**src/rtl/cidt_pkg.sv**
```systemverilog
// Package with types, codes and conversion constants of the date-time resource.
`timescale 1ns / 1ps

package cidt_pkg;

  // Operation codes of an input transaction.
  localparam logic [1:0] OP_APDU = 2'd0;
  localparam logic [1:0] OP_POLL = 2'd1;
  localparam logic [1:0] OP_TICK = 2'd2;

  // Result kinds.
  localparam logic [1:0] KIND_ACCEPTED = 2'd0;
  localparam logic [1:0] KIND_IGNORED  = 2'd1;
  localparam logic [1:0] KIND_RESPONSE = 2'd2;

  // Date-time enquiry tag.
  localparam logic [7:0] TAG_0 = 8'h9f;
  localparam logic [7:0] TAG_1 = 8'h84;
  localparam logic [7:0] TAG_2 = 8'h40;

  // Day split: 86400 = 128 * 675, quotient by a scaled reciprocal of 675.
  localparam logic [25:0] DAY_RECIP = 26'd50903317;
  localparam int          DAY_SHIFT = 35;
  localparam logic [16:0] SECS_PER_DAY = 17'd86400;
  localparam logic [15:0] MJD_EPOCH = 16'd40587;

  // Hour split: 3600 = 16 * 225; minute split: 60 = 4 * 15.
  localparam logic [12:0] HOUR_RECIP = 13'd4661;
  localparam logic [16:0] SECS_PER_HOUR = 17'd3600;
  localparam logic [10:0] MIN_RECIP = 11'd1093;
  localparam logic [11:0] SECS_PER_MIN = 12'd60;

  typedef enum logic [1:0] {
    MODE_STARTED = 2'd0,
    MODE_SEND    = 2'd1
  } mode_t;

  typedef struct packed {
    logic       valid;
    logic [1:0] kind;
  } res_t;

  // Two BCD digits of a value below 60.
  function automatic logic [6:0] to_bcd(input logic [5:0] v);
    logic [2:0] tens;
    logic [5:0] ones;
    if (v >= 6'd50) begin
      tens = 3'd5;
    end else if (v >= 6'd40) begin
      tens = 3'd4;
    end else if (v >= 6'd30) begin
      tens = 3'd3;
    end else if (v >= 6'd20) begin
      tens = 3'd2;
    end else if (v >= 6'd10) begin
      tens = 3'd1;
    end else begin
      tens = 3'd0;
    end
    ones = v - 6'(tens) * 6'd10;
    return {tens, ones[3:0]};
  endfunction

endpackage

```
**src/rtl/cidt_if.sv**
```systemverilog
// Valid/ready channel interfaces for input and result transactions.
`timescale 1ns / 1ps

interface cidt_in_if;
  logic        valid;
  logic        ready;
  logic [1:0]  op;
  logic [7:0]  tag_byte_0;
  logic [7:0]  tag_byte_1;
  logic [7:0]  tag_byte_2;
  logic        has_data;
  logic [7:0]  first_data_byte;
  logic [31:0] unix_seconds;

  modport source (output valid, op, tag_byte_0, tag_byte_1, tag_byte_2, has_data,
                  first_data_byte, unix_seconds, input ready);
  modport sink (input valid, op, tag_byte_0, tag_byte_1, tag_byte_2, has_data,
                first_data_byte, unix_seconds, output ready);
endinterface

interface cidt_out_if;
  logic        valid;
  logic        ready;
  logic [1:0]  kind;
  logic [15:0] mjd;
  logic [5:0]  hours_bcd;
  logic [6:0]  minutes_bcd;
  logic [6:0]  seconds_bcd;

  modport source (output valid, kind, mjd, hours_bcd, minutes_bcd, seconds_bcd,
                  input ready);
  modport sink (input valid, kind, mjd, hours_bcd, minutes_bcd, seconds_bcd,
                output ready);
endinterface

```
**src/rtl/cidt_ctrl.sv**
```systemverilog
// Session mode and repeat timer control, deciding the result of each transaction.
`timescale 1ns / 1ps

module cidt_ctrl import cidt_pkg::*; (
  input  logic       clk,
  input  logic       rst_n,
  input  logic       accept,
  input  logic [1:0] op,
  input  logic [7:0] tag_byte_0,
  input  logic [7:0] tag_byte_1,
  input  logic [7:0] tag_byte_2,
  input  logic       has_data,
  input  logic [7:0] first_data_byte,
  output res_t       res
);

  mode_t      mode_r, mode_nxt;
  logic [7:0] interval_r, interval_nxt;
  logic       running_r, running_nxt;
  logic [7:0] left_r, left_nxt;
  logic       enquiry;
  logic       expire;

  assign enquiry = (tag_byte_0 == TAG_0) && (tag_byte_1 == TAG_1) && (tag_byte_2 == TAG_2);
  assign expire  = running_r && (left_r <= 8'd1);

  always_comb begin
    mode_nxt     = mode_r;
    interval_nxt = interval_r;
    running_nxt  = running_r;
    left_nxt     = left_r;
    if (accept) begin
      unique case (op)
        OP_APDU: begin
          if (enquiry) begin
            running_nxt  = 1'b0;
            left_nxt     = 8'd0;
            interval_nxt = has_data ? first_data_byte : 8'd0;
            mode_nxt     = MODE_SEND;
          end
        end
        OP_POLL: begin
          if (mode_r == MODE_SEND && interval_r != 8'd0) begin
            running_nxt = 1'b1;
            left_nxt    = interval_r;
          end
        end
        OP_TICK: begin
          if (running_r) begin
            if (!expire) begin
              left_nxt = left_r - 8'd1;
            end else if (interval_r != 8'd0) begin
              running_nxt = 1'b1;
              left_nxt    = interval_r;
            end else begin
              running_nxt = 1'b0;
              left_nxt    = 8'd0;
            end
          end
        end
        default: begin
        end
      endcase
    end
  end

  always_comb begin
    res.valid = 1'b0;
    res.kind  = KIND_RESPONSE;
    unique case (op)
      OP_APDU: begin
        res.valid = accept;
        res.kind  = enquiry ? KIND_ACCEPTED : KIND_IGNORED;
      end
      OP_POLL: res.valid = accept && (mode_r == MODE_SEND);
      OP_TICK: res.valid = accept && expire;
      default: res.valid = 1'b0;
    endcase
  end

  always_ff @(posedge clk) begin
    if (!rst_n) begin
      mode_r     <= MODE_STARTED;
      interval_r <= 8'd0;
      running_r  <= 1'b0;
      left_r     <= 8'd0;
    end else begin
      mode_r     <= mode_nxt;
      interval_r <= interval_nxt;
      running_r  <= running_nxt;
      left_r     <= left_nxt;
    end
  end

  a_running_loaded: assert property (@(posedge clk) disable iff (!rst_n)
    running_r |-> (left_r != 8'd0) && (interval_r != 8'd0))
    else $error("running timer without count or interval");

  a_started_idle: assert property (@(posedge clk) disable iff (!rst_n)
    (mode_r == MODE_STARTED) |-> !running_r)
    else $error("timer running before enquiry");

  a_enquiry_stops: assert property (@(posedge clk) disable iff (!rst_n)
    (accept && op == OP_APDU && enquiry) |=> (mode_r == MODE_SEND) && !running_r)
    else $error("enquiry did not stop the timer");

endmodule

```
**src/rtl/cidt_conv.sv**
```systemverilog
// Pipeline converting Unix seconds into MJD and BCD time, ending in the output register.
`timescale 1ns / 1ps

module cidt_conv import cidt_pkg::*; (
  input  logic        clk,
  input  logic        rst_n,
  input  res_t        res_in,
  input  logic [31:0] now,
  input  logic        out_ready,
  output logic        advance,
  output logic        out_valid,
  output logic [1:0]  out_kind,
  output logic [15:0] out_mjd,
  output logic [5:0]  out_hours_bcd,
  output logic [6:0]  out_minutes_bcd,
  output logic [6:0]  out_seconds_bcd
);

  // Stage valid and kind bits, a (day quotient) through f (output).
  res_t        a_res_r, b_res_r, c_res_r, d_res_r, e_res_r, f_res_r;
  logic [31:0] a_now_r;
  logic [15:0] a_q_r;
  logic [16:0] b_rem_r, c_rem_r;
  logic [15:0] b_mjd_r, c_mjd_r, d_mjd_r, e_mjd_r, f_mjd_r;
  logic [4:0]  c_hh_r, d_hh_r, e_hh_r;
  logic [11:0] d_r2_r, e_r2_r;
  logic [5:0]  e_mm_r;
  logic [5:0]  f_hh_bcd_r;
  logic [6:0]  f_mm_bcd_r, f_ss_bcd_r;

  logic [50:0] day_prod;
  logic [31:0] day_secs;
  logic [25:0] hour_prod;
  logic [16:0] hour_secs;
  logic [20:0] min_prod;
  logic [11:0] ss_full;
  logic [6:0]  hh_bcd, mm_bcd, ss_bcd;
  logic        resp;

  assign advance = !f_res_r.valid || out_ready;

  assign day_prod  = 51'(now[31:7]) * 51'(DAY_RECIP);
  assign day_secs  = 32'(a_q_r) * 32'(SECS_PER_DAY);
  assign hour_prod = 26'(b_rem_r[16:4]) * 26'(HOUR_RECIP);
  assign hour_secs = 17'(c_hh_r) * SECS_PER_HOUR;
  assign min_prod  = 21'(d_r2_r[11:2]) * 21'(MIN_RECIP);
  assign ss_full   = e_r2_r - 12'(e_mm_r) * SECS_PER_MIN;
  assign hh_bcd    = to_bcd({1'b0, e_hh_r});
  assign mm_bcd    = to_bcd(e_mm_r);
  assign ss_bcd    = to_bcd(ss_full[5:0]);
  assign resp      = e_res_r.kind == KIND_RESPONSE;

  always_ff @(posedge clk) begin
    if (advance) begin
      a_now_r    <= now;
      a_q_r      <= day_prod[DAY_SHIFT +: 16];
      b_rem_r    <= 17'(a_now_r - day_secs);
      b_mjd_r    <= a_q_r + MJD_EPOCH;
      c_rem_r    <= b_rem_r;
      c_mjd_r    <= b_mjd_r;
      c_hh_r     <= hour_prod[24:20];
      d_r2_r     <= 12'(c_rem_r - hour_secs);
      d_mjd_r    <= c_mjd_r;
      d_hh_r     <= c_hh_r;
      e_r2_r     <= d_r2_r;
      e_mm_r     <= min_prod[19:14];
      e_mjd_r    <= d_mjd_r;
      e_hh_r     <= d_hh_r;
      f_mjd_r    <= resp ? e_mjd_r : 16'd0;
      f_hh_bcd_r <= resp ? hh_bcd[5:0] : 6'd0;
      f_mm_bcd_r <= resp ? mm_bcd : 7'd0;
      f_ss_bcd_r <= resp ? ss_bcd : 7'd0;
    end
  end

  always_ff @(posedge clk) begin
    if (!rst_n) begin
      a_res_r <= '0;
      b_res_r <= '0;
      c_res_r <= '0;
      d_res_r <= '0;
      e_res_r <= '0;
      f_res_r <= '0;
    end else if (advance) begin
      a_res_r <= res_in;
      b_res_r <= a_res_r;
      c_res_r <= b_res_r;
      d_res_r <= c_res_r;
      e_res_r <= d_res_r;
      f_res_r <= e_res_r;
    end
  end

  assign out_valid       = f_res_r.valid;
  assign out_kind        = f_res_r.kind;
  assign out_mjd         = f_mjd_r;
  assign out_hours_bcd   = f_hh_bcd_r;
  assign out_minutes_bcd = f_mm_bcd_r;
  assign out_seconds_bcd = f_ss_bcd_r;

  a_apdu_zero: assert property (@(posedge clk) disable iff (!rst_n)
    (out_valid && out_kind != KIND_RESPONSE) |->
      (out_mjd == 16'd0) && (out_hours_bcd == 6'd0) &&
      (out_minutes_bcd == 7'd0) && (out_seconds_bcd == 7'd0))
    else $error("APDU report carries date-time fields");

  a_bcd_digits: assert property (@(posedge clk) disable iff (!rst_n)
    out_valid |-> (out_seconds_bcd[3:0] <= 4'd9) && (out_minutes_bcd[3:0] <= 4'd9) &&
      (out_hours_bcd[3:0] <= 4'd9) && (out_seconds_bcd[6:4] <= 3'd5) &&
      (out_minutes_bcd[6:4] <= 3'd5) && (out_hours_bcd[5:4] <= 2'd2))
    else $error("invalid BCD digit");

  a_stall_keeps: assert property (@(posedge clk) disable iff (!rst_n)
    (out_valid && !out_ready) |=> out_valid && !advance || out_valid)
    else $error("stalled result lost");

endmodule

```
**src/rtl/ci_date_time_resource.sv**
```systemverilog
// Top level of the common-interface date-time resource.
//
// Input channel in_ch carries one transaction per item: an incoming APDU
// (its three tag bytes and first data byte), an action poll or a one-second
// tick, each with the current Unix time. Result channel out_ch gives at most
// one transaction per input: an accepted or ignored report for every APDU,
// and a date-time response (MJD and BCD hours, minutes, seconds) for a poll
// in the send state or for an expiring repeat timer.
// Session mode and timer are updated in the cycle an input is accepted, so
// one input can be taken in every cycle while the receiver does not stall.
// The conversion runs through a six-register pipeline, and the throughput
// is one item per cycle while the output register is not stalled.
// Inputs that give no result leave a bubble and nothing appears for them.
// When the receiver stalls, the output register holds its result and the
// whole pipeline holds with it, so in_ch.ready drops until out_ch.ready rises.
// Synchronous reset returns the session to the started mode with the timer
// stopped and the interval cleared, and empties the pipeline.
`timescale 1ns / 1ps

module ci_date_time_resource import cidt_pkg::*; (
  input logic        clk,
  input logic        rst_n,
  cidt_in_if.sink    in_ch,
  cidt_out_if.source out_ch
);

  res_t res;
  logic advance;
  logic accept;

  assign in_ch.ready = advance;
  assign accept      = in_ch.valid && advance;

  cidt_ctrl u_ctrl (
    .clk             (clk),
    .rst_n           (rst_n),
    .accept          (accept),
    .op              (in_ch.op),
    .tag_byte_0      (in_ch.tag_byte_0),
    .tag_byte_1      (in_ch.tag_byte_1),
    .tag_byte_2      (in_ch.tag_byte_2),
    .has_data        (in_ch.has_data),
    .first_data_byte (in_ch.first_data_byte),
    .res             (res)
  );

  cidt_conv u_conv (
    .clk             (clk),
    .rst_n           (rst_n),
    .res_in          (res),
    .now             (in_ch.unix_seconds),
    .out_ready       (out_ch.ready),
    .advance         (advance),
    .out_valid       (out_ch.valid),
    .out_kind        (out_ch.kind),
    .out_mjd         (out_ch.mjd),
    .out_hours_bcd   (out_ch.hours_bcd),
    .out_minutes_bcd (out_ch.minutes_bcd),
    .out_seconds_bcd (out_ch.seconds_bcd)
  );

endmodule

```
**src/flat_wrapper.sv**
```systemverilog
// flat-port wrapper written by rule: the top's interface ports become plain ports
module ci_date_time_resource_flat import cidt_pkg::*;
  (clk, rst_n, in_ch_valid, in_ch_op, in_ch_tag_byte_0, in_ch_tag_byte_1, in_ch_tag_byte_2, in_ch_has_data, in_ch_first_data_byte, in_ch_unix_seconds, in_ch_ready, out_ch_valid, out_ch_kind, out_ch_mjd, out_ch_hours_bcd, out_ch_minutes_bcd, out_ch_seconds_bcd, out_ch_ready);
  cidt_in_if in_ch_i ();
  cidt_out_if out_ch_i ();
  input logic clk;
  input logic rst_n;
  input wire logic [$bits(in_ch_i.valid)-1:0] in_ch_valid;
  input wire logic [$bits(in_ch_i.op)-1:0] in_ch_op;
  input wire logic [$bits(in_ch_i.tag_byte_0)-1:0] in_ch_tag_byte_0;
  input wire logic [$bits(in_ch_i.tag_byte_1)-1:0] in_ch_tag_byte_1;
  input wire logic [$bits(in_ch_i.tag_byte_2)-1:0] in_ch_tag_byte_2;
  input wire logic [$bits(in_ch_i.has_data)-1:0] in_ch_has_data;
  input wire logic [$bits(in_ch_i.first_data_byte)-1:0] in_ch_first_data_byte;
  input wire logic [$bits(in_ch_i.unix_seconds)-1:0] in_ch_unix_seconds;
  output wire logic [$bits(in_ch_i.ready)-1:0] in_ch_ready;
  output wire logic [$bits(out_ch_i.valid)-1:0] out_ch_valid;
  output wire logic [$bits(out_ch_i.kind)-1:0] out_ch_kind;
  output wire logic [$bits(out_ch_i.mjd)-1:0] out_ch_mjd;
  output wire logic [$bits(out_ch_i.hours_bcd)-1:0] out_ch_hours_bcd;
  output wire logic [$bits(out_ch_i.minutes_bcd)-1:0] out_ch_minutes_bcd;
  output wire logic [$bits(out_ch_i.seconds_bcd)-1:0] out_ch_seconds_bcd;
  input wire logic [$bits(out_ch_i.ready)-1:0] out_ch_ready;
  assign in_ch_i.valid = in_ch_valid;
  assign in_ch_i.op = in_ch_op;
  assign in_ch_i.tag_byte_0 = in_ch_tag_byte_0;
  assign in_ch_i.tag_byte_1 = in_ch_tag_byte_1;
  assign in_ch_i.tag_byte_2 = in_ch_tag_byte_2;
  assign in_ch_i.has_data = in_ch_has_data;
  assign in_ch_i.first_data_byte = in_ch_first_data_byte;
  assign in_ch_i.unix_seconds = in_ch_unix_seconds;
  assign in_ch_ready = in_ch_i.ready;
  assign out_ch_valid = out_ch_i.valid;
  assign out_ch_kind = out_ch_i.kind;
  assign out_ch_mjd = out_ch_i.mjd;
  assign out_ch_hours_bcd = out_ch_i.hours_bcd;
  assign out_ch_minutes_bcd = out_ch_i.minutes_bcd;
  assign out_ch_seconds_bcd = out_ch_i.seconds_bcd;
  assign out_ch_i.ready = out_ch_ready;
  ci_date_time_resource u_core (.clk(clk), .rst_n(rst_n), .in_ch(in_ch_i), .out_ch(out_ch_i));
endmodule
```
**config.mk**
```make
export PLATFORM = sky130hd
export DESIGN_NAME = ci_date_time_resource_flat
export DESIGN_NICKNAME = d
export VERILOG_FILES = /design/src/rtl/cidt_pkg.sv /design/src/rtl/cidt_if.sv /design/src/rtl/cidt_ctrl.sv /design/src/rtl/cidt_conv.sv /design/src/rtl/ci_date_time_resource.sv /design/src/flat_wrapper.sv
export SDC_FILE = /design/constraint.sdc
export NUM_CORES = 1
export LEC_CHECK = 0
export ABC_CLOCK_PERIOD_IN_PS = 10900
export BUFFER_PORTS_ARGS = -buffer_cell sky130_fd_sc_hd__buf_2
export CORE_MARGIN = 2
export CORE_UTILIZATION = 57
export DETAILED_ROUTE_END_ITERATION = 7
export PLACE_DENSITY = 0.84
export SETUP_SLACK_MARGIN = 0.4
export SLEW_MARGIN = 10
export SYNTH_ARGS = -nofsm -noshare
export SYNTH_HDL_FRONTEND = slang
export SYNTH_SLANG_ARGS = --single-unit
```
**constraint.sdc**
```tcl
create_clock -name clk -period 10.9 [get_ports clk]
set_input_delay 1.635 -clock clk [delete_from_list [all_inputs] [get_ports clk]]
set_output_delay 1.635 -clock clk [all_outputs]
set_load 0.01 [all_outputs]
```
==> key figures, run 1 <==
Placement
  – Place WS: 2.764 ns
  – # placed instances: 2666
  – Number of buffer cells added on primary ports: 110
  – Gpl congestion: 0.9714
  – Detailed-placement wirelength estimate: 37920 um

Final layout
  – Share of cells above drive strength 1: 7.329%
  – Synth-to-layout area growth: 8.757%
  – Final core utilization: 62.76%
  – Fin cells: 2708
  – Nets@finish: 2949
  – Diodes inserted: 0
  – Fillers: 3031

Setup path
  – Worst reg2reg path endpoint: u_core.u_conv.c_hh_r[4]
  – Worst reg2reg path depth: 16
  – CP max-delay cell: fa_1
  – CP Launch Type: primary input
  – Critical Path Sink Type: register
  – WP buf/inv: 7
  – CP peak stage delay: 0.55 ns
  – WS Path Type: primary input to register
  – Critical Path, Cell by Cell: buf_2 -> inv_1 -> ha_1 -> inv_1 -> fa_1 -> ha_1 -> inv_1 -> fa_1 -> inv_1 -> fa_1 -> fa_1 -> inv_1 -> fa_1 -> inv_1 -> ha_1 -> a21oi_1 -> nand2_1 -> a211oi_1 -> a32oi_1 -> a211oi_1 -> a21oi_1 -> a21o_1 -> a21oi_1 -> xnor2_1
  – Crit-path max FO: 12
  – Launch point of the worst reg-to-reg path: u_core.u_conv.b_rem_r[8]
  – Arr. time, crit path: 7.91 ns
  – CP Data Required Time: 11.16 ns
  – Flop2flop setup slack: 5.94 ns
  – CP most frequent cell: inv_1
  – Top delay family on crit path: adder cells

GRT
  – Initial antenna violation count: 0
  – GRT Util Overall: 22.78%
  – Largest net degree at the start of global routing: 84
  – Congestion Overflow GR: 0
  – Vias in the first global route: 15534
  – First-pass GRT wire length: 75320 um

Clocking
  – Root buffer cell: clkbuf_16
  – Setup Fix Bufs, Post-CTS: 0
  – Clock sink count: 237
  – CTS Hold Buffers Added: 0
  – CTS tree: done
  – Clock buffer depth: 3
  – Clock slew at reported path FFs: 0.06 ns
  – CTS resizes: 0
  – H-tree levels: 1
  – CTS Buf Count: 23
  – Clk Latency, worst-skew pair: 0.51 ns

Routing
  – First-pass iteration count of the detailed router: 5
  – Avg WL per Cell: 16.88 um
  – First-iteration detailed-routing DRC count: 618
  – Drc violations: 0
  – Antenna-violating nets left: 0
  – Vias per cell: 5.327
  – WL final: 45720 um
  – Routed vias: 14426

Timing
  – Pins Over Slew Limit: 0
  – Tmin final: 7.648 ns
  – Worst slew margin: 35.06%
  – Measured slew at the worst slew-check pin: 0.9742 ns
  – Setup-failing EPs final: 0
  – Final hold violations: 0
  – Clock skew: 0.01146 ns
  – Sum Neg Setup Slack: 0 ns
  – RSZ-0062 raised after global routing: no
  – Max Clk Rate: 130.8 MHz
  – Period utilization: 70.16%
  – Final WS setup: 3.252 ns

Synth
  – EDFF count, synth: 201
  – Syn Nets: 2827
  – Synth Register Bits: 237
  – Most common cell in the netlist: inv_1
  – Syn_area_per_cell: 11.19 um2
  – Share of flip-flops with an asynchronous set or reset: 0%
  – Top post-synthesis cells by count: 504 x inv_1, 481 x ha_1, 231 x fa_1
  – Ys flop type: edfxtp_1
  – Seq/Total Area, Yosys: 29.54%
  – Yosys cell types: 64
  – Syn Std Cell Area: 22870 um2
  – Area contributors post-synth: edfxtp_1 26%, ha_1 26%, fa_1 20%, inv_1 8.3%, dfxtp_1 3.2%
  – Post-Synthesis Cells: 2044
  – Cell taking the most area after synthesis: edfxtp_1
  – Ys Warns: 0
  – Yosys top cell area share: 26.39%

Flow run
  – Max-Cap Viols: 0

Floorplanning
  – Number of I/O pins: 111
  – Die area: 41750 um2
  – Die Height: 204.3 um
  – Row cnt: 73
  – Core area: 39640 um2
  – Die span in x: 204.3 um
  – Initial Util: 57.70%

Worst hold path
  – Hold crit path type: register to register
  – Hold endpoint: u_core.u_conv.e_hh_r[0]
  – Min-delay src: u_core.u_conv.d_hh_r[0]
  – Worst hold path cell count: 0

Outcome
  – Run status: finished, final reports clean
==> through the flow <==
step	cell area (um2)	hold slack [ns]
after floorplan	22870	0.4003
after global placement	24060	0.4005
after detailed placement	24060	0.4045
after CTS	24880	0.4143
after global routing	24880	0.4136
final	24880	0.4140
==> worst register-to-register path: cells and delay by family, from the launching register on <==
kind                       cells  cell delay, ns
AOI/OAI and AO/OA              6            1.48
DFF                            1            0.57
adders and majority gates      6            2.45
xor gates and xnor gates       1            0.07
buffers and inverters          2            0.10
and+or+nand+nor                1            0.06
==> flip-flops by register name, indices dropped and copies added (netlist names), 6 cells and up <==
signal and flops:
u_core.u_conv.e_mm_r 6, u_core.u_conv.d_r2_r 12, u_core.u_conv.c_mjd_r 16, u_core.u_conv.a_q_r 16, u_core.u_conv.d_mjd_r 16, u_core.u_conv.c_rem_r 12, u_core.u_conv.out_mjd 16, u_core.u_conv.out_minutes_bcd 7
u_core.u_conv.b_rem_r 17, u_core.u_ctrl.interval_r 8, u_core.u_conv.a_now_r 17, u_core.u_conv.out_hours_bcd 6, u_core.u_ctrl.left_r 8, u_core.u_conv.e_r2_r 6, u_core.u_conv.e_mjd_r 16, u_core.u_conv.out_seconds_bcd 7
u_core.u_conv.b_mjd_r 16
==> final cells by class <==
| type | instances | area, um2 | share of cell area, % |
|---|---|---|---|
| repair buffers | 115 | 588.1 | 2.364 |
| inverters | 505 | 1903 | 7.650 |
| multi-input cells | 1284 | 14150 | 56.90 |
| clock buffers | 31 | 666.9 | 2.681 |
| clock inverters | 11 | 151.4 | 0.6086 |
| well taps | 525 | 656.9 | 2.640 |
| flip-flops and latches | 237 | 6756 | 27.16 |
==> placed cells by master (no fill, tap or decap), drive strengths merged, types with 4 or more instances in the layout <==
| cell type | n |
|---|---|
| a211oi | 4 |
| o31ai | 4 |
| o21bai | 10 |
| inv | 508 |
| nor2b | 14 |
| nor4 | 8 |
| a21oi | 60 |
| nor3 | 10 |
| dfxtp | 36 |
| ha | 481 |
| nand3 | 25 |
| nor2 | 49 |
| and2 | 29 |
| xnor2 | 65 |
| fa | 231 |
| o21ai | 46 |
| and3 | 4 |
| nand4 | 12 |
| nand2b | 14 |
| nand2 | 84 |
| a22oi | 11 |
| xor2 | 27 |
| a21o | 21 |
| clkinv | 5 |
| a21boi | 24 |
| buf | 115 |
| edfxtp | 201 |
| clkbuf | 31 |
| o21a | 5 |
==> cell families (layout without fill, tap and decap cells) <==
| kind of cell | after synthesis | after routing | synth area share, % |
|---|---|---|---|
| DFF | 237 | 237 | 29.54 |
| and+or+nand+nor | 265 | 265 | 5.727 |
| muxes | 2 | 2 | 0.09299 |
| buffers and inverters | 523 | 662 | 8.582 |
| adders and majority gates | 714 | 714 | 46.61 |
| xor gates and xnor gates | 92 | 92 | 3.555 |
| AOI/OAI and AO/OA | 211 | 211 | 5.891 |
==> layer usage <==
metal  part of all wire, %  track usage (%)
met3                   4.2            1.802
met4                   3.8            8.514
met1                    39            26.78
met2                    53            43.14
met5                     0                0
==> worst max path at each step <==
| stage | startpoint | end | slack (ns) | depth (start not counted) |
|---|---|---|---|---|
| 6_report | in_ch_unix_seconds[12] | u_core.u_conv.a_q_r[14] | 3.25 | 24 |
| 4_1_cts | in_ch_unix_seconds[12] | u_core.u_conv.a_q_r[14] | 3.31 | 24 |
| 3_5_place_dp | in_ch_unix_seconds[12] | u_core.u_conv.a_q_r[14] | 2.76 | 24 |
| 3_3_place_gp | in_ch_unix_seconds[12] | u_core.u_conv.a_q_r[14] | 2.85 | 24 |
| 2_1_floorplan | out_ch_ready | in_ch_ready | 1.58 | 4 |
| 5_1_grt | in_ch_unix_seconds[12] | u_core.u_conv.a_q_r[14] | 2.98 | 24 |
Power of run 1 is not shown: default switching activity piles up to over one toggle a cycle in this logic, so the estimate is an artifact.
==> inputs of run 2 (changes only) <==
--- a/config.mk
+++ b/config.mk
@@ -5,7 +5,8 @@
 export SDC_FILE = /design/constraint.sdc
 export NUM_CORES = 1
 export LEC_CHECK = 0
-export ABC_CLOCK_PERIOD_IN_PS = 10900
+export ABC_AREA = 1
+export ABC_CLOCK_PERIOD_IN_PS = 8000
 export BUFFER_PORTS_ARGS = -buffer_cell sky130_fd_sc_hd__buf_2
 export CORE_MARGIN = 2
 export CORE_UTILIZATION = 57
==> constraint.sdc (replaced) <==
create_clock -name clk -period 8 [get_ports clk]
set_input_delay 1.2 -clock clk [delete_from_list [all_inputs] [get_ports clk]]
set_output_delay 1.2 -clock clk [all_outputs]
set_load 0.01 [all_outputs]
==> run 2 against run 1 <==
  * First-iteration DRC count up 110%
  * Largest cell class unchanged
  * Count of clock-buffer cells in the layout shrank 3
  * Design area rose by 11%
  * Register-to-register slack got worse by 2.2 ns
  * Clock skew is 0.0054 ns higher
  * Critical path depth is 2 lower
  * Cell count is 33% higher
  * Die area rose by 12%
==> key figures, run 2 <==
Routing
  – WL final: 57100 um (+25%)
  – Vias per cell: 5.233 (-1.8%)
  – Routed vias: 18896 (+31%)
  – First-iteration detailed-routing DRC count: 1277 (+110%)
  – Antenna-violating nets left: 0 (unchanged)
  – First-pass iteration count of the detailed router: 7 (+2)
  – Avg WL per Cell: 15.81 um (-6.4%)
  – Drc violations: 0 (unchanged)

Synth
  – Yosys top cell area share: 23.53% (-2.9 points)
  – Post-Synthesis Cells: 2873 (+41%)
  – Top post-synthesis cells by count: 745 x inv_1, 495 x nand2_1, 481 x ha_1
  – EDFF count, synth: 201 (unchanged)
  – Synth Register Bits: 237 (unchanged)
  – Cell taking the most area after synthesis: edfxtp_1
  – Most common cell in the netlist: inv_1
  – Syn_area_per_cell: 8.927 um2 (-20%)
  – Area contributors post-synth: edfxtp_1 24%, ha_1 23%, fa_1 18%, inv_1 11%, nand2_1 7.2%
  – Syn Std Cell Area: 25650 um2 (+12%)
  – Syn Nets: 3656 (+29%)
  – Seq/Total Area, Yosys: 26.34% (-3.2 points)
  – Yosys cell types: 45 (-30%)
  – Ys flop type: edfxtp_1
  – Ys Warns: 0 (unchanged)
  – Share of flip-flops with an asynchronous set or reset: 0% (unchanged)

Floorplanning
  – Die area: 46710 um2 (+12%)
  – Die Height: 216.1 um (+5.8%)
  – Core area: 44320 um2 (+12%)
  – Die span in x: 216.1 um (+5.8%)
  – Initial Util: 57.87% (+0.17 points)
  – Number of I/O pins: 111 (unchanged)
  – Row cnt: 77 (+5.5%)

Timing
  – RSZ-0062 raised after global routing: no
  – Final hold violations: 0 (unchanged)
  – Setup-failing EPs final: 0 (unchanged)
  – Tmin final: 6.195 ns
  – Measured slew at the worst slew-check pin: 1.042 ns (+0.06765 ns)
  – Period utilization: 77.44%
  – Worst slew margin: 30.47% (-4.6 points)
  – Clock skew: 0.01689 ns (+0.005432 ns)
  – Sum Neg Setup Slack: 0 ns (unchanged)
  – Pins Over Slew Limit: 0 (unchanged)
  – Max Clk Rate: 161.4 MHz

Placement
  – # placed instances: 3565 (+34%)
  – Gpl congestion: 1.002 (+3.1%)
  – Post-DP Area: 26910 um2 (+12%)
  – Detailed-placement wirelength estimate: 47560 um (+25%)
  – Number of buffer cells added on primary ports: 110 (unchanged)

Final layout
  – Share of cells above drive strength 1: 5.730% (-1.6 points)
  – Top flop regs: u_core.u_conv.a_now_r: 17 flops, u_core.u_conv.b_rem_r: 17 flops
  – Final instance area: 27720 um2 (+11%)
  – Diodes inserted: 0 (unchanged)
  – Synth-to-layout area growth: 8.074%
  – Final core utilization: 62.55% (-0.21 points)
  – Fillers: 3625 (+20%)
  – Nets@finish: 3783 (+28%)
  – Commonest non-fill, non-tap cell in the layout: inv_1
  – Most frequent cells in the layout: 745 x inv_1, 495 x nand2_1, 481 x ha_1
  – Fin cells: 3611 (+33%)

Clocking
  – Clock slew at reported path FFs: 0.06 ns (about the same)
  – CTS Buf Count: 25 (+8.7%)
  – Root buffer cell: clkbuf_16
  – Clock buffer depth: 3 (unchanged)
  – CTS resizes: 0 (unchanged)
  – Clock sink count: 237 (unchanged)
  – CTS Hold Buffers Added: 0 (unchanged)
  – Setup Fix Bufs, Post-CTS: 0 (unchanged)
  – CTS tree: done
  – Clk Latency, worst-skew pair: 0.55 ns (+0.04 ns)
  – H-tree levels: 1 (unchanged)

GRT
  – Congestion Overflow GR: 0 (unchanged)
  – Grt met3 use: 3.242% (+1.4 points)
  – Largest net degree at the start of global routing: 81 (-3.6%)
  – M1 GR Usage: 31.61% (+4.8 points)
  – Met2 usage: 43.60% (+0.46 points)
  – Top Usage Layer GRT: met2
  – Initial antenna violation count: 0 (unchanged)
  – First-pass GRT wire length: 94650 um (+26%)
  – GRT Util Overall: 25.17% (+2.4 points)
  – Vias in the first global route: 19409 (+25%)

Setup path
  – Launch point of the worst reg-to-reg path: u_core.u_conv.b_rem_r[8]
  – CP most frequent cell: inv_1
  – CP Launch Type: primary input
  – CP Data Required Time: 8.30 ns (-2.86 ns)
  – CP max-delay cell: fa_1
  – CP peak stage delay: 0.55 ns (about the same)
  – Top delay family on crit path: adder cells
  – Crit-path max FO: 12 (unchanged)
  – Arr. time, crit path: 6.49 ns (-1.42 ns)
  – Crit path from: in_ch_unix_seconds[12]
  – WP buf/inv: 7 (unchanged)
  – Flop2flop setup slack: 3.78 ns (-2.16 ns)
  – WS Path Type: primary input to register
  – Critical Path Sink Type: register
  – Critical Path, Cell by Cell: buf_2 -> inv_1 -> ha_1 -> inv_1 -> fa_1 -> ha_1 -> inv_1 -> fa_1 -> inv_1 -> fa_1 -> fa_1 -> inv_1 -> fa_1 -> inv_1 -> ha_1 -> nand2_1 -> nor2_1 -> nand2_1 -> nor3_1 -> nand2_1 -> nand4_1 -> nand2_1

Worst hold path
  – Min-delay src: u_core.u_conv.d_mjd_r[12]
  – Hold crit path type: register to register

Flow run
  – Max-Cap Viols: 0 (unchanged)

Outcome
  – Run status: finished, final reports clean
==> run 2: area by class of cell <==
class	count	area, um2	area share, %
clock buffer	28	636.9	2.298
multi-input combinational	1877	16040	57.85
tap	592	740.7	2.672
clock inverter	18	171.4	0.6184
inverter	747	2813	10.15
sequential	237	6756	24.37
timing repair buffer	112	565.5	2.040
==> run 2: metal layers <==
layer | share of wire (%) | vias to the layer above | wire [um]
li1 | - | 9313 | -
met1 | 42 | 8840 | 23890
met2 | 48 | 577 | 27430
met3 | 5.3 | 166 | 3037
met4 | 4.8 | 0 | 2733
met5 | 0 | - | 0
==> run 2: worst reg2reg max path: cells and delay by family (launching register included) <==
kind / cells / cell delay [ns]
AOI/OAI and AO/OA: 1 / 0.18
adders and majority gates: 6 / 2.50
buffers and inverters: 2 / 0.10
DFF: 1 / 0.58
and+or+nand+nor: 7 / 0.60
==> run 2: stage by stage <==
stage	hold slack (ns)	setup slack (ns)
4_1_cts	0.4173	1.849
3_5_place_dp	0.4045	1.274
2_1_floorplan	0.4003	1.905
3_3_place_gp	0.4007	1.364
6_report	0.4157	1.805
5_1_grt	0.4182	1.453
==> run 2: cells by family (layout without fill, tap and decap cells) <==
group,count (synthesis),in the layout,synth area share (%)
flip-flops,237,237,26.34
buffers and inverters,759,905,11.14
AO/OA/AOI/OAI,269,269,5.673
AND/OR/NAND/NOR,844,844,13.58
adder cells (fa/ha/maj),712,712,41.49
XOR/XNOR,52,52,1.776
==> run 2: worst paths after layout <==
check                                            endpoint  depth (start not counted)
worst max-delay path              u_core.u_conv.a_q_r[13]                         22
worst min register to register  u_core.u_conv.e_mjd_r[12]                          0
worst min-delay path            u_core.u_conv.e_mjd_r[12]                          0
worst max register to register    u_core.u_conv.c_hh_r[4]                         16
Power of run 2 is left out for the same reason.
